### config.mk
export PLATFORM = sky130hd
export DESIGN_NAME = fsgs_ctrl
export DESIGN_NICKNAME = d
export VERILOG_FILES = /design/src/rtl/fsgs_pkg.sv /design/src/rtl/fsgs_ctrl.sv
export SDC_FILE = /design/constraint.sdc
export NUM_CORES = 1
export LEC_CHECK = 0
export BUFFER_PORTS_ARGS = -buffer_cell sky130_fd_sc_hd__clkbuf_2
export CAP_MARGIN = 15
export CORE_MARGIN = 2
export CORE_UTILIZATION = 49
export CTS_BUF_LIST = sky130_fd_sc_hd__clkbuf_16
export DETAILED_ROUTE_END_ITERATION = 12
export HOLD_SLACK_MARGIN = 0.1
export PLACE_DENSITY = 0.83
export SYNTH_ARGS = -nofsm -noshare
export SYNTH_HDL_FRONTEND = slang
export SYNTH_SLANG_ARGS = --single-unit
export TNS_END_PERCENT = 5
### constraint.sdc
create_clock -name i_clk -period 2.9 [get_ports i_clk]
set_input_delay 0.29 -clock i_clk [delete_from_list [all_inputs] [get_ports i_clk]]
set_output_delay 0.29 -clock i_clk [all_outputs]
set_load 0.05 [all_outputs]
### src/rtl/fsgs_pkg.sv
`timescale 1ns / 1ps
package fsgs_pkg;
    localparam int GRID_WIDTH_DEF = 128;
    localparam int GRID_HEIGHT_DEF = 64;
    localparam int XW = 7;
    localparam int YW = 6;
    localparam logic [15:0] LFSR_MASK = 16'hB400;

    typedef enum logic [1:0] {
        CELL_BARRIER = 2'd0,
        CELL_AIR = 2'd1,
        CELL_SAND = 2'd2,
        CELL_WATER = 2'd3
    } t_cell;

    typedef enum logic [2:0] {
        MODE_RESET = 3'd0,
        MODE_SAND = 3'd1,
        MODE_WATER = 3'd2,
        MODE_BRUSH_BAR = 3'd3,
        MODE_BRUSH_AIR = 3'd4,
        MODE_STEP = 3'd5,
        MODE_READ = 3'd6,
        MODE_NONE = 3'd7
    } t_mode;

    typedef struct packed {
        logic [2:0] mode;
        logic [XW-1:0] cursor_x;
        logic [YW-1:0] cursor_y;
        logic [15:0] random_seed;
    } t_in_word;

    typedef struct packed {
        logic [1:0] cell_type;
        logic cursor_inside;
    } t_out_word;

    typedef enum logic [3:0] {
        ST_IDLE,
        ST_CLEAR,
        ST_BRUSH,
        ST_MCLR,
        ST_SRD,
        ST_SCHK,
        ST_NRD,
        ST_NCHK,
        ST_WR_DST,
        ST_WR_SRC,
        ST_RD,
        ST_RDW,
        ST_OUT
    } t_state;

    // controller commands to the datapath
    typedef struct packed {
        logic load;
        logic clr_init;
        logic clr_step;
        logic mclr_init;
        logic mclr_step;
        logic brush_init;
        logic brush_step;
        logic scan_init;
        logic scan_step;
        logic src_eval;
        logic nb_init;
        logic nb_read;
        logic nb_next;
        logic wr_dst;
        logic wr_src;
        logic rd_cursor;
        logic out_load;
    } t_cmd;

    typedef struct packed {
        logic clr_last;
        logic mclr_last;
        logic brush_last;
        logic scan_last;
        logic src_active;
        logic nb_air;
        logic nb_last;
        logic out_busy;
    } t_status;
endpackage

### src/rtl/fsgs_ctrl.sv
`timescale 1ns / 1ps
module fsgs_ctrl (
    input  logic             i_clk,
    input  logic             i_rst_n,
    input  logic             i_valid,
    input  logic [2:0]       i_mode,
    input  fsgs_pkg::t_status i_status,
    output logic             o_stall,
    output fsgs_pkg::t_cmd    o_cmd,
    output fsgs_pkg::t_state  o_state
);
    import fsgs_pkg::*;

    t_state r_state, n_state;
    t_mode  r_mode;
    logic   r_boot;

    assign o_state = r_state;

    always_ff @(posedge i_clk) begin
        if (!i_rst_n) begin
            r_state <= ST_CLEAR;
            r_boot  <= 1'b1;
            r_mode  <= MODE_READ;
        end else begin
            r_state <= n_state;
            if (r_state == ST_IDLE && i_valid) begin
                r_mode <= t_mode'(i_mode);
            end
            if (r_state == ST_MCLR && i_status.mclr_last) begin
                r_boot <= 1'b0;
            end
        end
    end

    always_comb begin
        n_state = r_state;
        unique case (r_state)
            ST_IDLE: begin
                if (i_valid) begin
                    unique case (t_mode'(i_mode))
                        MODE_RESET: n_state = ST_CLEAR;
                        MODE_BRUSH_BAR, MODE_BRUSH_AIR: n_state = ST_BRUSH;
                        MODE_STEP: n_state = ST_MCLR;
                        default: n_state = ST_RD;
                    endcase
                end
            end
            ST_CLEAR: if (i_status.clr_last) n_state = ST_MCLR;
            ST_BRUSH: if (i_status.brush_last) n_state = ST_RD;
            ST_MCLR: begin
                if (i_status.mclr_last) begin
                    if (r_boot) begin
                        n_state = ST_IDLE;
                    end else begin
                        n_state = (r_mode == MODE_RESET) ? ST_RD : ST_SRD;
                    end
                end
            end
            ST_SRD: n_state = ST_SCHK;
            ST_SCHK: begin
                if (i_status.src_active) begin
                    n_state = ST_NRD;
                end else if (i_status.scan_last) begin
                    n_state = ST_RD;
                end else begin
                    n_state = ST_SRD;
                end
            end
            ST_NRD: n_state = ST_NCHK;
            ST_NCHK: begin
                if (i_status.nb_air) begin
                    n_state = ST_WR_DST;
                end else if (!i_status.nb_last) begin
                    n_state = ST_NRD;
                end else if (i_status.scan_last) begin
                    n_state = ST_RD;
                end else begin
                    n_state = ST_SRD;
                end
            end
            ST_WR_DST: n_state = ST_WR_SRC;
            ST_WR_SRC: n_state = i_status.scan_last ? ST_RD : ST_SRD;
            ST_RD: n_state = ST_RDW;
            ST_RDW: n_state = ST_OUT;
            ST_OUT: if (!i_status.out_busy) n_state = ST_IDLE;
            default: n_state = ST_IDLE;
        endcase
    end

    always_comb begin
        o_cmd   = '0;
        o_stall = (r_state != ST_IDLE);
        unique case (r_state)
            ST_IDLE: begin
                if (i_valid) begin
                    o_cmd.load = 1'b1;
                    o_cmd.clr_init = 1'b1;
                    o_cmd.mclr_init = 1'b1;
                    o_cmd.brush_init = 1'b1;
                    o_cmd.scan_init = 1'b1;
                end
            end
            ST_CLEAR: o_cmd.clr_step = 1'b1;
            ST_BRUSH: o_cmd.brush_step = 1'b1;
            ST_MCLR: o_cmd.mclr_step = 1'b1;
            ST_SRD: ;
            ST_SCHK: begin
                o_cmd.src_eval = 1'b1;
                o_cmd.nb_init = 1'b1;
                o_cmd.scan_step = !i_status.src_active;
            end
            ST_NRD: o_cmd.nb_read = 1'b1;
            ST_NCHK: begin
                o_cmd.nb_next = !i_status.nb_air;
                o_cmd.scan_step = !i_status.nb_air && i_status.nb_last;
            end
            ST_WR_DST: o_cmd.wr_dst = 1'b1;
            ST_WR_SRC: begin
                o_cmd.wr_src = 1'b1;
                o_cmd.scan_step = 1'b1;
            end
            ST_RD, ST_RDW: o_cmd.rd_cursor = 1'b1;
            ST_OUT: begin
                o_cmd.rd_cursor = 1'b1;
                o_cmd.out_load = !i_status.out_busy;
            end
            default: ;
        endcase
    end
endmodule

Word-level counts from Yosys, hierarchy flattened. Cells that the tools add are included. Widths: inputs -> output; s select.

Output and inout port bits: 22. Register bits: 8. Word-level logic and storage cells: 64. Input port bits: 14.

Equal/unequal tests: 20. Reductions and logical operators: 13. Multiplexer cells: 28.

Operator list (number): $pmux 4 s13 (1); $mux 4 (11); $eq 4x4->1 const B (5); $eq 4x3->1 const B (4); $pmux 4 s3 (1); $mux 1 (11); $ne 2x2->1 const B (5); $eq 4x2->1 const B (2); $eq 3x3->1 const B (2); $logic_not 3->1 (2); $mux 2 (3); $reduce_and 5->1 (1); $eq 4x1->1 const B (1); $logic_not 4->1 (1); $reduce_bool 4->1 (1); $eq 3x2->1 const B (1); $logic_and 1x1->1 (3); $logic_not 1->1 (3); $pmux 1 s3 (1); $reduce_or 3->1 (1); $reduce_or 2->1 (1).

Logic depth before layout (Yosys ltp). Gate-level depths: netlist of the first run.

Depth after elaboration: 5. Mapped depth: 6. Mapped depth without buffers: 5.

Least setup slack after synthesis of the first run. Ideal clock, no wire load.

Kind: flip-flop to output port. Start: register r_state[0], in the netlist o_state[0]. End: output o_cmd[8] (netlist name). Cell stages (with the launch flop): 6. Path slack: 0.030 ns. Buffers on the path: 1. Data arrival time: 2.580 ns. Data required time: 2.610 ns. Path through: dfxtp_1 > clkbuf_8 > nand2_1 > or2_2 > nor2_1 > a22o_1.

RTL lines: start, declared (line fsgs_ctrl.sv:14) `t_state r_state, n_state;`; start signal, assigned (line fsgs_ctrl.sv:26) `r_state <= n_state;`; end, declared (line fsgs_ctrl.sv:9) `output fsgs_pkg::t_cmd o_cmd,`.

==> flow_metrics.py, run 1 <==
metrics = {
    "detailed_routing": {
        "antenna_left": 0,
        "viasPerCell": 5.73,
        "drt_pre_antenna_iters": 4,
        "drc_errors": 0,
        "drt-total-wl_mm": 1.96,
        "vias": 871,
        "wl_per_cell_um": 12.9,
        "drt-initial-drc-count": 34,
    },
    "global_route": {
        "grt_pass1_vias": 773,
        "overflow": 0,
        "grt_pass1_wl_mm": 3.27,
        "grt_usage_pct": 22.4,
        "antenna_found_initial": 0,
        "grt_max_degree": 18,
    },
    "power_and_ir_drop": {
        "p_seq_share_pct": 20.0,
        "power.density_mw_per_mm2": 1080,
        "switching_share_pct": 51.7,
        "p_int_w": 0.000507,
        "clkPwrFrac_pct": 21.5,
        "p_leak_nw": 0.448,
        "combPwrFrac_pct": 58.5,
        "power.switching_w": 0.000542,
        "peakVddDrop_uv": 857,
    },
    "floorplanning": {
        "pin_count": 36,
        "placementRows": 14,
        "die_w_um": 44.1,
        "die_area_mm2": 0.00195,
        "die_y_um": 44.1,
        "coreArea_mm2": 0.00151,
        "initial_core_util_pct": 52.4,
    },
    "worst_setup_path": {
        "critPathCaptureType": "primary output",
        "startpoint_type": "flip-flop",
        "path_max_fanout": 17,
        "critical_path_arrival_ps": 1950,
        "cp.required_ps": 2610,
        "crit_type": "flip-flop to primary output",
    },
    "yosys": {
        "synth_mux_area_share_pct": 2.69,
        "ys_warn_count": 0,
        "synthAdderAreaFrac_pct": 0,
        "yosysTopAreaCellShare_pct": 20.3,
        "synthesis.area_um2": 790,
        "synth.distinct_cells": 40,
        "synth_enable_flop_cells": 0,
        "synth_xor_area_share_pct": 1.11,
        "yosysSeqAreaShare_pct": 20.3,
        "synthFlopType": "dfxtp_1",
        "synthSimpleGateAreaFrac_pct": 37.6,
        "synth_top_family_by_area": "simple AND/OR/NAND/NOR gates",
        "yosys.area.top_type": "dfxtp_1",
        "ys_ff_latch": 8,
        "async_flop_share_pct": 0,
        "synth_nets": 122,
        "synth_compound_area_share_pct": 24.4,
        "syn_inst": 108,
        "synth_area_leaders": "dfxtp_1 20%, nand2_1 8.1%, nor3_1 6.3%, buf_4 5.7%, clkbuf_8 5.2%",
        "syn_area_per_cell_um2": 7.31,
    },
    "clocking": {
        "post_cts_resized": 0,
        "clock_sinks": 8,
        "cts_buffer_depth": 2,
        "numCtsBuffers": 3,
        "cts_hold_buf": 0,
        "root_buffer": "clkbuf_16",
        "worstSkewPairLatency_ps": 230,
        "cts_tree": "yes",
        "post_cts_buffers": 0,
        "h-tree-depth": 1,
        "clkTransAtPathRegs_ps": 30,
    },
    "final_layout": {
        "diodes": 0,
        "area_delta_synth_final_pct": 22.7,
        "final_layout_size_suffix_gt1_share_pct": 35.3,
        "layout.cells.most_common": "clkbuf_2",
        "mostFrequentLayoutCells": "35 x clkbuf_2, 17 x nand2_1, 10 x nor3_1",
        "post-route-cell-area_um2": 968,
        "fin_nets": 152,
    },
    "placement": {
        "routabilityCongestion": 0.856,
        "postPlaceCellArea_um2": 893,
        "placement.io_buffers": 35,
        "hpwlAfterDp_mm": 1.54,
    },
    "run": {
        "cap_viol_max_count": 0,
    },
    "timing": {
        "tightest_slew_ps": 537,
        "slew_headroom_pct": 63.9,
        "min_period_ps": 2240,
        "fmax_ghz": 0.446,
        "clock_skew_ps": 1.12,
        "slew_viol_final": 0,
        "hold_viol": 0,
        "setup_tns_ps": 0,
        "fin_crit_sh_pct": 77.3,
        "rsz0062_at_grt": "no",
        "setup_viol": 0,
    },
    "outcome": {
        "outcome": "complete, no violations",
    },
    "worst_hold_path": {
        "worstHoldPathType": "input port to flip-flop",
    },
}
==> per-layer routing <==
metal / wire (um) / GRT usage, % / vias to the layer above / part of all wire [%]
met5: 0 / 0 / - / 0
met4: 68 / 17.0 / 0 / 3.5
met3: 93 / 0 / 7 / 4.7
met2: 920 / 36.8 / 35 / 47
met1: 878 / 28.1 / 387 / 45
li1: - / - / 442 / -
==> cells in the mapped netlist (2+ instances only) <==
cell      instances
nand2_1          17
nor3_1           10
dfxtp_1           8
nor2_1            7
buf_4             6
nand2b_1          6
inv_1             5
a21oi_1           4
nor4_1            4
clkbuf_8          3
nor2b_1           3
a211oi_1          2
nand3_1           2
o21a_1            2
o21ai_0           2
o22ai_1           2
or2b_2            2
==> final cells by class <==
cell class              count  area (um^2)
multi-input cells          85          519
well taps                  16         20.0
fillers                   125          538
flip-flops and latches      8          160
inverters                   5         18.8
repair buffers             35          175
clock buffers               3         75.1
==> flip-flops by register name (all words and copies together) (netlist names) <==
register  flops
r_boot        1
o_state       4
r_mode        3
==> through the flow <==
step           utilization, %  setup WS [ps]  cells  hold WS, ps  total power [W]
3_5_place_dp             59.3            893    149          435         0.000822
6_report                 64.3            658    152          331          0.00105
4_1_cts                  64.3            657    152          324          0.00105
2_1_floorplan               -           30.0    108          412         0.000744
5_1_grt                  64.3            467    152          374          0.00111
3_3_place_gp             59.3            983    149          431         0.000814
==> path summary, 6_finish.rpt <==
path	from	slack [ps]	cells after the start	end
max	o_state[1]	660	5	o_cmd[8]
max reg2reg	o_state[3]	1070	4	o_state[2]
min	i_status[6]	330	4	r_boot
min reg2reg	r_boot	440	2	r_boot
==> logic make-up after synthesis <==
logic type,after synthesis
simple gates,57
buf+inv,15
compound gates,25
flops,8
xor+xnor,1
mux,2
==> power by group through the flow <==
stage          Combinational [W]  Clock [W]  Sequential, W
2_1_floorplan           0.000517          0       0.000226
3_3_place_gp            0.000607          0       0.000207
3_5_place_dp            0.000610          0       0.000212
4_1_cts                 0.000612   0.000230       0.000210
5_1_grt                 0.000655   0.000236       0.000219
6_report                0.000614   0.000225       0.000210
==> worst max-delay path, cell delays in order, from the launching register on <==
cell and delay, ps:
dfxtp_1 630, nand2b_1 190, or2_2 340, nor2_1 140, a22o_1 150, clkbuf_2 270
Power figures use the tool's default switching activity.
==> inputs of run 2 (changes only) <==
Settings changed: ABC_AREA from default to 1, CORE_UTILIZATION 49 to 41, PLACE_DENSITY 0.83 to 0.75.
Clock period 2.9 ns to 2.03 ns, I/O delays scaled along.
==> flow_metrics.py, run 2 <==
metrics = {
    "outcome": {
        "outcome": "complete, no violations",
    },
    "clocking": {
        "clock_sinks": 8,
        "post_cts_buffers": 0,
        "post_cts_resized": 0,
        "cts_tree": "yes",
        "cts_hold_buf": 0,
        "numCtsBuffers": 3,
        "root_buffer": "clkbuf_16",
        "clkTransAtPathRegs_ps": 40,
        "cts_buffer_depth": 2,
        "worstSkewPairLatency_ps": 230,
        "h-tree-depth": 1,
    },
    "detailed_routing": {
        "drt-initial-drc-count": 21,
        "wl_per_cell_um": 10.3,
        "drc_errors": 0,
        "antenna_left": 0,
        "drt-total-wl_mm": 2.00,
        "viasPerCell": 4.76,
        "vias": 924,
        "drt_pre_antenna_iters": 4,
    },
    "final_layout": {
        "fin_nets": 185,
        "final_layout_size_suffix_gt1_share_pct": 34.9,
        "stdcell_count": 194,
        "layout.cells.most_common": "nand2_1",
        "largest_reg_flops": 4,
        "final_util_pct": 58.4,
        "fillers": 200,
        "area_delta_synth_final_pct": 33.0,
        "diodes": 0,
        "mostFrequentLayoutCells": "36 x nand2_1, 35 x clkbuf_2, 19 x nor2_1",
    },
    "yosys": {
        "syn_inst": 136,
        "yosysSeqAreaShare_pct": 21.1,
        "yosys.area.top_type": "dfxtp_1",
        "ys_warn_count": 0,
        "synthesis.area_um2": 758,
        "async_flop_share_pct": 0,
        "synth.distinct_cells": 18,
        "synth_most_common_cell": "nand2_1",
        "synth_area_leaders": "dfxtp_1 21%, nand2_1 18%, nor2_1 9.9%, inv_1 8.9%, nand3_1 5.9%",
        "synthFlopType": "dfxtp_1",
        "syn_area_per_cell_um2": 5.58,
        "yosysTopAreaCellShare_pct": 21.1,
        "synth_enable_flop_cells": 0,
        "synth_commonest_cells": "36 x nand2_1, 20 x nor2_1, 18 x inv_1",
        "synth_nets": 150,
        "ys_ff_latch": 8,
    },
    "run": {
        "cap_viol_max_count": 0,
    },
    "timing": {
        "tightest_slew_ps": 316,
        "slew_headroom_pct": 78.9,
        "clock_skew_ps": 3.46,
        "fin_crit_sh_pct": 90.0,
        "rsz0062_at_grt": "no",
        "setup_viol": 0,
        "min_period_ps": 1830,
        "hold_viol": 0,
        "fmax_ghz": 0.547,
        "slew_viol_final": 0,
    },
    "power_and_ir_drop": {
        "power.switching_w": 0.000783,
        "switching_share_pct": 54.4,
        "power.density_mw_per_mm2": 1430,
        "combPwrFrac_pct": 59.3,
        "p_seq_share_pct": 17.9,
        "clkPwrFrac_pct": 22.8,
        "peakVddDrop_uv": 582,
        "p_leak_nw": 0.587,
        "p_int_w": 0.000655,
    },
    "global_route": {
        "grt_pass1_vias": 782,
        "overflow": 0,
        "grt_pass1_wl_mm": 2.97,
        "grt_max_degree": 10,
        "antenna_found_initial": 0,
        "grt_usage_pct": 19.0,
    },
    "worst_setup_path": {
        "reg2regPathDepth": 8,
        "critical_path_arrival_ps": 1620,
        "r2r-end": "o_state[2]",
        "path_max_fanout": 8,
        "crit_type": "flip-flop to primary output",
        "cp.required_ps": 1830,
        "rr_startpoint": "o_state[0]",
        "startpoint_type": "flip-flop",
        "critPathCaptureType": "primary output",
        "r2r_setup_slack_ps": 600,
    },
    "placement": {
        "dp.cells": 191,
        "placement.io_buffers": 35,
        "hpwlAfterDp_mm": 1.68,
        "routabilityCongestion": 0.834,
    },
    "worst_hold_path": {
        "worstHoldPathType": "input port to flip-flop",
        "min_from": "i_rst_n",
        "holdPathEnd": "r_boot",
        "hold_depth": 2,
    },
    "floorplanning": {
        "die_w_um": 47.0,
        "coreArea_mm2": 0.00173,
        "die_y_um": 47.0,
        "die_area_mm2": 0.00221,
        "pin_count": 36,
        "initial_core_util_pct": 43.9,
        "placementRows": 15,
    },
}
## run 2: cell count changes after synthesis, sizes merged, moves of 7 or more
cell / delta
nand2: +24
nor2: +21
inv: +17
nand2b: -7
nand3: +7
nor3: -7
## run 2: cells by family after synthesis
group                  count (synthesis)  synth area share, %
AND/OR/NAND/NOR                       84                 50.7
buffers and inverters                 27                 15.8
flip-flops                             8                 21.1
AO/OA/AOI/OAI                         17                 12.4
## run 2: worst max-delay path by stage
stage	start	end	cells past startpoint
floorplan	o_state[3]	o_cmd[3]	2
global placement	o_state[1]	o_cmd[8]	7
detailed placement	o_state[1]	o_cmd[8]	7
CTS	o_state[1]	o_cmd[8]	7
global route	o_state[1]	o_cmd[8]	7
finish	o_state[1]	o_cmd[8]	7
## run 2: final cells by class
cell class              count  area, um^2  area share (%)
clock buffers               3        75.1            7.44
well taps                  25        31.3            3.10
multi-input cells         101         484            48.0
flip-flops and latches      8         160            15.9
repair buffers             35         175            17.4
inverters                  22        82.6            8.19
## run 2: through the flow
step	worst slack, ps	power (W)	cell area [um^2]	TNS [ps]	hold WS, ps
3_5_place_dp	451	0.00111	933	0	455
6_report	203	0.00144	1010	0	216
5_1_grt	18.1	0.00152	1010	0	226
3_3_place_gp	456	0.00110	933	0	439
4_1_cts	196	0.00144	1010	0	219
2_1_floorplan	-244	0.000947	764	-1090	272
## run 2: worst max-delay path: stages, from the launching register on
cell      delay [ps]
dfxtp_1          470
nand2_1          130
inv_1            150
nand2_1          120
nor2_2           110
a21oi_1           80
o21ai_2           50
clkbuf_2         280
## run 2: power by group through the flow
| stage | Combinational [W] | Sequential [W] | Clock, W |
|---|---|---|---|
| floorplan | 0.000625 | 0.000322 | 0 |
| global placement | 0.000845 | 0.000256 | 0 |
| detailed placement | 0.000852 | 0.000258 | 0 |
| CTS | 0.000856 | 0.000256 | 0.000333 |
| global route | 0.000914 | 0.000262 | 0.000340 |
| finish | 0.000853 | 0.000258 | 0.000328 |
## run 2: metal layers
metal	track usage (%)	share of wire, %	vias up
li1	-	-	488
met1	21.3	44	400
met2	35.3	48	32
met3	5.77	6.3	4
met4	3.33	1.5	0
met5	0	0	-
